File: config.mk
export PLATFORM = sky130hd
export DESIGN_NAME = rsm_ctrl
export DESIGN_NICKNAME = d
export VERILOG_FILES = /design/src/rsm_pkg.sv /design/src/rsm_ctrl.sv
export SDC_FILE = /design/constraint.sdc
export NUM_CORES = 1
export LEC_CHECK = 0
export BUFFER_PORTS_ARGS = -buffer_cell sky130_fd_sc_hd__buf_2
export CORE_MARGIN = 10
export CORE_UTILIZATION = 47
export CTS_BUF_LIST = sky130_fd_sc_hd__clkbuf_16
export CTS_CLUSTER_SIZE = 28
export DETAILED_ROUTE_END_ITERATION = 6
export PLACE_DENSITY = 0.78
export SLEW_MARGIN = 5
export SYNTH_ARGS = -nofsm -noshare
export SYNTH_HDL_FRONTEND = slang
export SYNTH_SLANG_ARGS = --single-unit
File: constraint.sdc
create_clock -name clk -period 2.05 [get_ports clk]
set_clock_uncertainty 0.15 [all_clocks]
set_input_delay 0.1025 -clock clk [delete_from_list [all_inputs] [get_ports clk]]
set_output_delay 0.1025 -clock clk [all_outputs]
set_load 0.01 [all_outputs]
File: src/rsm_pkg.sv
// shared constants, opcodes, fault codes and control structs of the stack machine
`timescale 1ns / 1ps
`default_nettype none
package rsm_pkg;

  localparam int STACK_DEPTH   = 64;
  localparam int SP_W          = $clog2(STACK_DEPTH);
  localparam int CNT_W         = SP_W + 1;
  localparam int SYMBOL_SLOTS  = 256;
  localparam int SLOT_W        = 8;
  localparam int ARRAY_LENGTH  = 16;
  localparam int IDX_W         = $clog2(ARRAY_LENGTH);
  localparam int ARRAY_CELLS   = SYMBOL_SLOTS * ARRAY_LENGTH;
  localparam int CELL_W        = SLOT_W + IDX_W;
  localparam int PROGRAM_DEPTH = 4096;
  localparam int ADDR_W        = 13;
  localparam int TGT_W         = 12;
  localparam int STEP_W        = 19;
  localparam int DATA_W        = 32;
  localparam int KIND_W        = 5;

  localparam logic [1:0] TAG_INT  = 2'd0;
  localparam logic [1:0] TAG_VAR  = 2'd1;
  localparam logic [1:0] TAG_ELEM = 2'd2;

  localparam logic [1:0] RS_RUN  = 2'd0;
  localparam logic [1:0] RS_DONE = 2'd1;
  localparam logic [1:0] RS_HALT = 2'd2;

  localparam logic [3:0] FLT_NONE    = 4'd0;
  localparam logic [3:0] FLT_UNDER   = 4'd1;
  localparam logic [3:0] FLT_OVER    = 4'd2;
  localparam logic [3:0] FLT_TYPE    = 4'd3;
  localparam logic [3:0] FLT_DIVZ    = 4'd4;
  localparam logic [3:0] FLT_UNASGN  = 4'd5;
  localparam logic [3:0] FLT_RANGE   = 4'd6;
  localparam logic [3:0] FLT_NEGIDX  = 4'd7;
  localparam logic [3:0] FLT_TARGET  = 4'd8;
  localparam logic [3:0] FLT_OPERAND = 4'd9;
  localparam logic [3:0] FLT_UNKNOWN = 4'd10;
  localparam logic [3:0] FLT_STEPS   = 4'd11;

  localparam logic [KIND_W-1:0] OP_PUSHC  = 5'd0;
  localparam logic [KIND_W-1:0] OP_PUSHV  = 5'd1;
  localparam logic [KIND_W-1:0] OP_PUSHA  = 5'd2;
  localparam logic [KIND_W-1:0] OP_ADD    = 5'd3;
  localparam logic [KIND_W-1:0] OP_SUB    = 5'd4;
  localparam logic [KIND_W-1:0] OP_MUL    = 5'd5;
  localparam logic [KIND_W-1:0] OP_DIV    = 5'd6;
  localparam logic [KIND_W-1:0] OP_EQ     = 5'd7;
  localparam logic [KIND_W-1:0] OP_NE     = 5'd8;
  localparam logic [KIND_W-1:0] OP_GT     = 5'd9;
  localparam logic [KIND_W-1:0] OP_LT     = 5'd10;
  localparam logic [KIND_W-1:0] OP_ASSIGN = 5'd11;
  localparam logic [KIND_W-1:0] OP_INDEX  = 5'd12;
  localparam logic [KIND_W-1:0] OP_READ   = 5'd13;
  localparam logic [KIND_W-1:0] OP_WRITE  = 5'd14;
  localparam logic [KIND_W-1:0] OP_JUMP   = 5'd15;
  localparam logic [KIND_W-1:0] OP_JF     = 5'd16;

  typedef struct packed {
    logic [1:0]        tag;
    logic [SLOT_W-1:0] slot;
    logic [DATA_W-1:0] val;
  } rsm_ent_t;

  typedef struct packed {
    logic load;
    logic start;
    logic pop;
    logic pop_data;
    logic raw;
    logic deref;
    logic exec;
    logic div_wait;
    logic push;
    logic fin;
    logic out_load;
    logic clear;
  } rsm_cmd_t;

  typedef struct packed {
    logic [KIND_W-1:0] kind;
    logic              run_ok;
    logic              pop_empty;
    logic              pop_fault;
    logic              need_deref;
    logic              exec_fault;
    logic              div_go;
    logic              push_go;
    logic              div_done;
    logic              clear_last;
    logic              out_busy;
  } rsm_stat_t;

endpackage
`default_nettype wire

File: src/rsm_ctrl.sv
// controller: sequences check, pops, dereference, execute, divide, push and result
`timescale 1ns / 1ps
`default_nettype none
module rsm_ctrl (
  input  wire logic               clk,
  input  wire logic               rst_n,
  input  wire logic               in_valid,
  output logic                    in_ready,
  input  wire rsm_pkg::rsm_stat_t st,
  output rsm_pkg::rsm_cmd_t       cmd
);
  import rsm_pkg::*;

  localparam logic [3:0] S_CLEAR = 4'd0;
  localparam logic [3:0] S_IDLE  = 4'd1;
  localparam logic [3:0] S_CHECK = 4'd2;
  localparam logic [3:0] S_POP   = 4'd3;
  localparam logic [3:0] S_POPD  = 4'd4;
  localparam logic [3:0] S_DEREF = 4'd5;
  localparam logic [3:0] S_EXEC  = 4'd6;
  localparam logic [3:0] S_DIV   = 4'd7;
  localparam logic [3:0] S_PUSH  = 4'd8;
  localparam logic [3:0] S_FIN   = 4'd9;
  localparam logic [3:0] S_OUT   = 4'd10;

  logic [3:0] state_r, state_nxt;
  logic [1:0] pops_r, pops_nxt;
  logic       raw_r, raw_nxt;
  logic [1:0] dec_pops;
  logic       dec_raw;

  always_comb begin
    unique case (st.kind) inside
      OP_ADD, OP_SUB, OP_MUL, OP_DIV, OP_EQ, OP_NE, OP_GT, OP_LT: begin
        dec_pops = 2'd2;
        dec_raw  = 1'b0;
      end
      OP_ASSIGN, OP_INDEX: begin
        dec_pops = 2'd2;
        dec_raw  = 1'b1;
      end
      OP_READ: begin
        dec_pops = 2'd1;
        dec_raw  = 1'b1;
      end
      OP_WRITE, OP_JF: begin
        dec_pops = 2'd1;
        dec_raw  = 1'b0;
      end
      default: begin
        dec_pops = 2'd0;
        dec_raw  = 1'b0;
      end
    endcase
  end

  always_comb begin
    cmd       = '0;
    in_ready  = 1'b0;
    state_nxt = state_r;
    pops_nxt  = pops_r;
    raw_nxt   = raw_r;
    unique case (state_r)
      S_CLEAR: begin
        cmd.clear = 1'b1;
        if (st.clear_last) begin
          state_nxt = S_IDLE;
        end
      end
      S_IDLE: begin
        in_ready = 1'b1;
        if (in_valid) begin
          cmd.load  = 1'b1;
          state_nxt = S_CHECK;
        end
      end
      S_CHECK: begin
        cmd.start = 1'b1;
        pops_nxt  = dec_pops;
        raw_nxt   = dec_raw;
        if (!st.run_ok) begin
          state_nxt = S_OUT;
        end else if (dec_pops != 2'd0) begin
          state_nxt = S_POP;
        end else begin
          state_nxt = S_EXEC;
        end
      end
      S_POP: begin
        cmd.pop   = 1'b1;
        state_nxt = st.pop_empty ? S_FIN : S_POPD;
      end
      S_POPD: begin
        cmd.pop_data = 1'b1;
        cmd.raw      = (pops_r == 2'd1) && raw_r;
        if (st.pop_fault) begin
          state_nxt = S_FIN;
        end else if (st.need_deref) begin
          state_nxt = S_DEREF;
        end else begin
          pops_nxt  = pops_r - 1'b1;
          state_nxt = (pops_r == 2'd1) ? S_EXEC : S_POP;
        end
      end
      S_DEREF: begin
        cmd.deref = 1'b1;
        pops_nxt  = pops_r - 1'b1;
        state_nxt = (pops_r == 2'd1) ? S_EXEC : S_POP;
      end
      S_EXEC: begin
        cmd.exec = 1'b1;
        if (st.exec_fault) begin
          state_nxt = S_FIN;
        end else if (st.div_go) begin
          state_nxt = S_DIV;
        end else if (st.push_go) begin
          state_nxt = S_PUSH;
        end else begin
          state_nxt = S_FIN;
        end
      end
      S_DIV: begin
        cmd.div_wait = 1'b1;
        if (st.div_done) begin
          state_nxt = S_PUSH;
        end
      end
      S_PUSH: begin
        cmd.push  = 1'b1;
        state_nxt = S_FIN;
      end
      S_FIN: begin
        cmd.fin   = 1'b1;
        state_nxt = S_OUT;
      end
      S_OUT: begin
        if (!st.out_busy) begin
          cmd.out_load = 1'b1;
          state_nxt    = S_IDLE;
        end
      end
      default: state_nxt = S_IDLE;
    endcase
  end

  always_ff @(posedge clk) begin
    if (!rst_n) begin
      state_r <= S_CLEAR;
      pops_r  <= '0;
      raw_r   <= 1'b0;
    end else begin
      state_r <= state_nxt;
      pops_r  <= pops_nxt;
      raw_r   <= raw_nxt;
    end
  end

endmodule
`default_nettype wire

Word level (Yosys, flattened, before mapping)

Cells that the tools add are included.

Equal/unequal tests: 30
Add/subtract/negate cells: 1
Reduce and logical (&&, ||, !) cells: 9
Multiplexer cells: 33

Operators by type and width:

| kind                                                             | number |
|---|---|
| 4-bit one-hot mux with 11 select lines                           | 1 |
| 4-bit 2-to-1 mux                                                 | 9 |
| 5-bit by 4-bit == test with 1-bit output (second input constant) | 7 |
| 5-bit by 3-bit == test with 1-bit output (second input constant) | 4 |
| 4-bit by 3-bit == test with 1-bit output (second input constant) | 4 |
| 1-bit 2-to-1 mux                                                 | 15 |
| 4-bit == test (second input constant)                            | 3 |
| 2-bit != test (second input constant)                            | 6 |
| 10-bit OR reduction                                              | 1 |
| 3-bit 2-to-1 mux                                                 | 3 |
| 4-bit by 2-bit == test with 1-bit output (second input constant) | 2 |
| 2-bit 2-to-1 mux                                                 | 3 |
| 2-bit one-hot mux with 3 select lines                            | 1 |
| 3-bit OR reduction                                               | 2 |
| 5-bit by 2-bit == test with 1-bit output (second input constant) | 1 |
| 5-bit == test (second input constant)                            | 1 |
| 4-bit by 1-bit == test with 1-bit output (second input constant) | 1 |
| 4-bit zero test                                                  | 1 |
| 2-bit one-hot mux with 2 select lines                            | 1 |
| 4-bit AND reduction                                              | 1 |
| 3-bit AND reduction                                              | 1 |
| 3-bit nonzero test                                               | 1 |
| 2-bit by 1-bit == test with 1-bit output (second input constant) | 1 |
| 2-bit nonzero test                                               | 1 |
| 2 further kinds                                                  | 2 |

Output and inout port bits: 13
Flip-flop bits (word level): 7
Input port bits: 18
Word-level logic and storage cells: 76

Longest topological paths before layout

Depth in word-level cells: 7
Depth in mapped cells: 6
Mapped depth without buffers: 6

Worst setup path after synthesis

OpenSTA, ideal clock, no wires.

Kind: flip-flop to flip-flop
Start: register state_r[2]
End: register pops_r[0]
Required time: 1780 ps
Slack: 329 ps
Period minus slack after synthesis: 1721 ps
Setup time: 120 ps
Buffers on the path: 1
Data arrival time: 1451 ps
Cell stages (with the launch flop): 7
Cells stage by stage: dfxtp_1 buf_6 or4b_4 inv_1 a21o_2 mux2i_1 a21oi_1

Longest elaborated chain between the ends: 3
Elaborated cells on any way between the ends: 8
Classes of those cells: eq/ne: 5; mux: 1; reduce/logical: 2

RTL lines:

| element                                                                                              | RTL line        | text |
|---|---|---|
| from (decl)                                                                                          | rsm_ctrl.sv:26  | `logic [3:0] state_r, state_nxt;` |
| from (signal assigned)                                                                               | rsm_ctrl.sv:152 | `state_r <= state_nxt;` |
| 4-bit by 3-bit == test with 1-bit output or 4-bit by 2-bit == test with 1-bit output (tied branches) | rsm_ctrl.sv:63  | `unique case (state_r)` |
| 2-bit != test (no line) or 3-bit nonzero test (tied branches)                                        | --              |  |
| 3-bit AND reduction (no line)                                                                        | --              |  |
| to (signal assigned)                                                                                 | rsm_ctrl.sv:153 | `pops_r <= pops_nxt;` |
| to (decl)                                                                                            | rsm_ctrl.sv:27  | `logic [1:0] pops_r, pops_nxt;` |

Several ways; a longest one is shown, not always the timed one.
A chain may end at the register's enable or synchronous reset.

Worst setup path in the final report

Start: register state_r[2]
End: register state_r[0]

Longest elaborated chain between the ends: 3
Elaborated cells on any way between the ends: 17
Classes of those cells: eq/ne: 14; mux: 1; reduce/logical: 2

RTL lines:

| element                                                                | RTL line |
|---|---|
| 4-bit by 3-bit == test with 1-bit output, or another cell as far along | rsm_ctrl.sv:63 |
| 2-bit != test (no line)                                                | -- |
| 4-bit AND reduction (no line)                                          | -- |

Several ways; a longest one is shown, not always the timed one.

==> metrics <==
row cnt 14; clock latency on the worst-skew pair 0.23 ns; antenna cell count 0; Chip Width 60.95 µm; GRT Resource Usage Total 0.1400; post-synthesis cell area 788.3 µm²; die area 0.003715 mm²; CP Launch Type flop; area post-placement 957.2 µm²; detailed-placement wirelength estimate 2.086 mm; Post-Syn Nets 129; # DRC 0; Routed Antenna Nets 0; status finished clean; # port buffers 30; CTS H-tree depth 1; Setup violations, final 0; initial drt markers 30; final worst slack 0.1504 ns; first-pass GRT wire length 4.133 mm; dominant register cell in the synthesized netlist dfxtp_1; Reg2Reg Setup Slack 0.15 ns; Pleak 0.4692 nW; Hold WC Path Type primary input to flop; TritonCTS clock tree yes; Syn Area/Cell 7.166 µm²; VDD IR max 691.3 µV; Final Cell Area 0.001054 mm²; crit path kind flop to flop; synth top area cells dfxtp_1, nor2_1, nand2b_1; Buf/Inv on CP 1; crit-path max FO 13; synth warn 0; post-place setup slack 0.2072 ns; Worst EP required 2.03 ns; max_cap viols 0; share of cells above drive strength 1 0.3028; Fin Setup TNS 0 ns; Area Growth Syn to Fin 33.65%; RSZ-0062 raised after global routing no; routability cong. 0.9165; Post-synth EDFFs 0; CP max stage cell dfxtp_1; cts bufs inserted 3; Synth top cells by count nor2_1, a21oi_1, dfxtp_1, nand2b_1; Pre-antenna DRT Iters 4; final total power 0.0005770 W; Core Region 0.001541 mm²; Initial Utilization 0.5114; largest net degree at the start of global routing 20; Seq cells post-synth 7; maximum clock rate 0.5264 GHz; Root Driver clkbuf_16; clk sinks 7; most common cell in the netlist nor2_1; # nets final 162; WL met3 251 µm; fin crit period 1.900 ns; Detailed Route WL 2.580 mm; ys async rst share 0; via count 989; initial antenna violation count 0; CP peak stage delay 0.43 ns; worst slew pin tran 0.4727 ns; Seq/Total Area, Yosys 0.1778; Tcrit/Tclk final 0.9266; Worst Setup End Kind flop; CTS Buffer Depth 2; Yosys top cell by area dfxtp_1; M1 WL 1.037 mm; Synth cell types 41; Setup Fix Bufs, Post-CTS 0; top sig layer met4; Boundary Pins 31; PwrDens 547.7 mW/mm²; Max-slew headroom 0.6767; drt wl/cell 16.33 µm; delay-heaviest family, CP compound AO/OA/AOI/OAI gates; Final Hold Viols 0; Vias/cell 6.259; Met2 Wirelength 1.225 mm; final slew viol count 0; Post-Synthesis Cells 110; critical path, cell by cell buf_4 -> nor4bb_1 -> o21ai_0 -> o2111a_1 -> a311oi_1; Worst EP arrival 1.88 ns; Synth top area share 0.1778; Die Y 60.95 µm; overflow left after global routing 0; CTS clk-pin slew, worst paths 0.03 ns; number of global-route vias before repair 881
-- kinds of logic after synthesis --
family / count (synthesis) / synth area share
AOI/OAI and AO/OA: 33 / 0.3080
DFF: 7 / 0.1778
xor gates and xnor gates: 1 / 0.01111
adders and majority gates: 1 / 0.01587
buffers and inverters: 13 / 0.07777
muxes: 2 / 0.02540
and+or+nand+nor: 53 / 0.3841
-- routing by layer --
layer  global-route usage  vias up
met5                    0        -
met4              0.06897        0
met3              0.03967        7
met2               0.2183       40
met1               0.1711      460
li1                     -      482
-- cell type report --
type | instances | area, µm²
Clock buffer | 3 | 75.07
Clock inverter | 1 | 3.754
Fill cell | 144 | 488.0
Inverter | 4 | 15.01
Multi-Input combinational cell | 90 | 593.1
Sequential cell | 7 | 141.4
Tap cell | 16 | 20.02
Timing Repair Buffer | 37 | 205.2
-- where the power goes --
part / switching (W) / internal [W]
Clock: 0.0000690 / 0.000253
Combinational: 0.0000532 / 0.0000477
Sequential: 0.0000127 / 0.000141
-- layout by cell type (no fill, tap or decap), types with 3 or more instances in the layout --
master,instances
nor3_1,6
dfxtp_1,6
clkbuf_16,3
a2111oi_0,3
a21oi_1,8
nor3b_1,3
o21ai_0,5
nor4_1,3
nor2_1,14
buf_2,30
nand2_1,6
nand2b_1,7
inv_1,5
buf_4,6
-- stage by stage --
stage,hold slack (ns),instances,util
final,0.03092,158,0.6834
after detailed placement,0.2192,153,0.6209
after global placement,0.2231,153,0.6209
after CTS,0.02162,158,0.6786
after global routing,0.03147,158,0.6834
after floorplan,0.08606,110,-
-- registers in the layout, indices dropped and copies added, names as in the netlist --
name,cells
raw_r,1
state_r,4
pops_r,2
-- worst reg2reg max path: cells and delay by family, from the launching register on --
kind | cells | cell delay [ns]
buffers and inverters | 1 | 0.23
AOI/OAI and AO/OA | 3 | 0.68
DFF | 1 | 0.43
and+or+nand+nor | 1 | 0.32
-- worst paths after layout --
kind | from | endpoint | cells past startpoint
worst max-delay path | state_r[2] | state_r[0] | 5
worst min-delay path | st[0] | state_r[3] | 3
worst max register to register | state_r[2] | state_r[0] | 5
worst min register to register | raw_r | raw_r | 2
-- timing repair --
| action | 4_1_cts | 5_1_grt |
|---|---|---|
| hold buffers | 1 | 0 |
| resized for setup | 0 | 2 |
| setup endpoints to repair | 0 | 2 |
| hold endpoints to repair | 2 | 0 |
No activity file was read; power rests on OpenSTA's default activity.
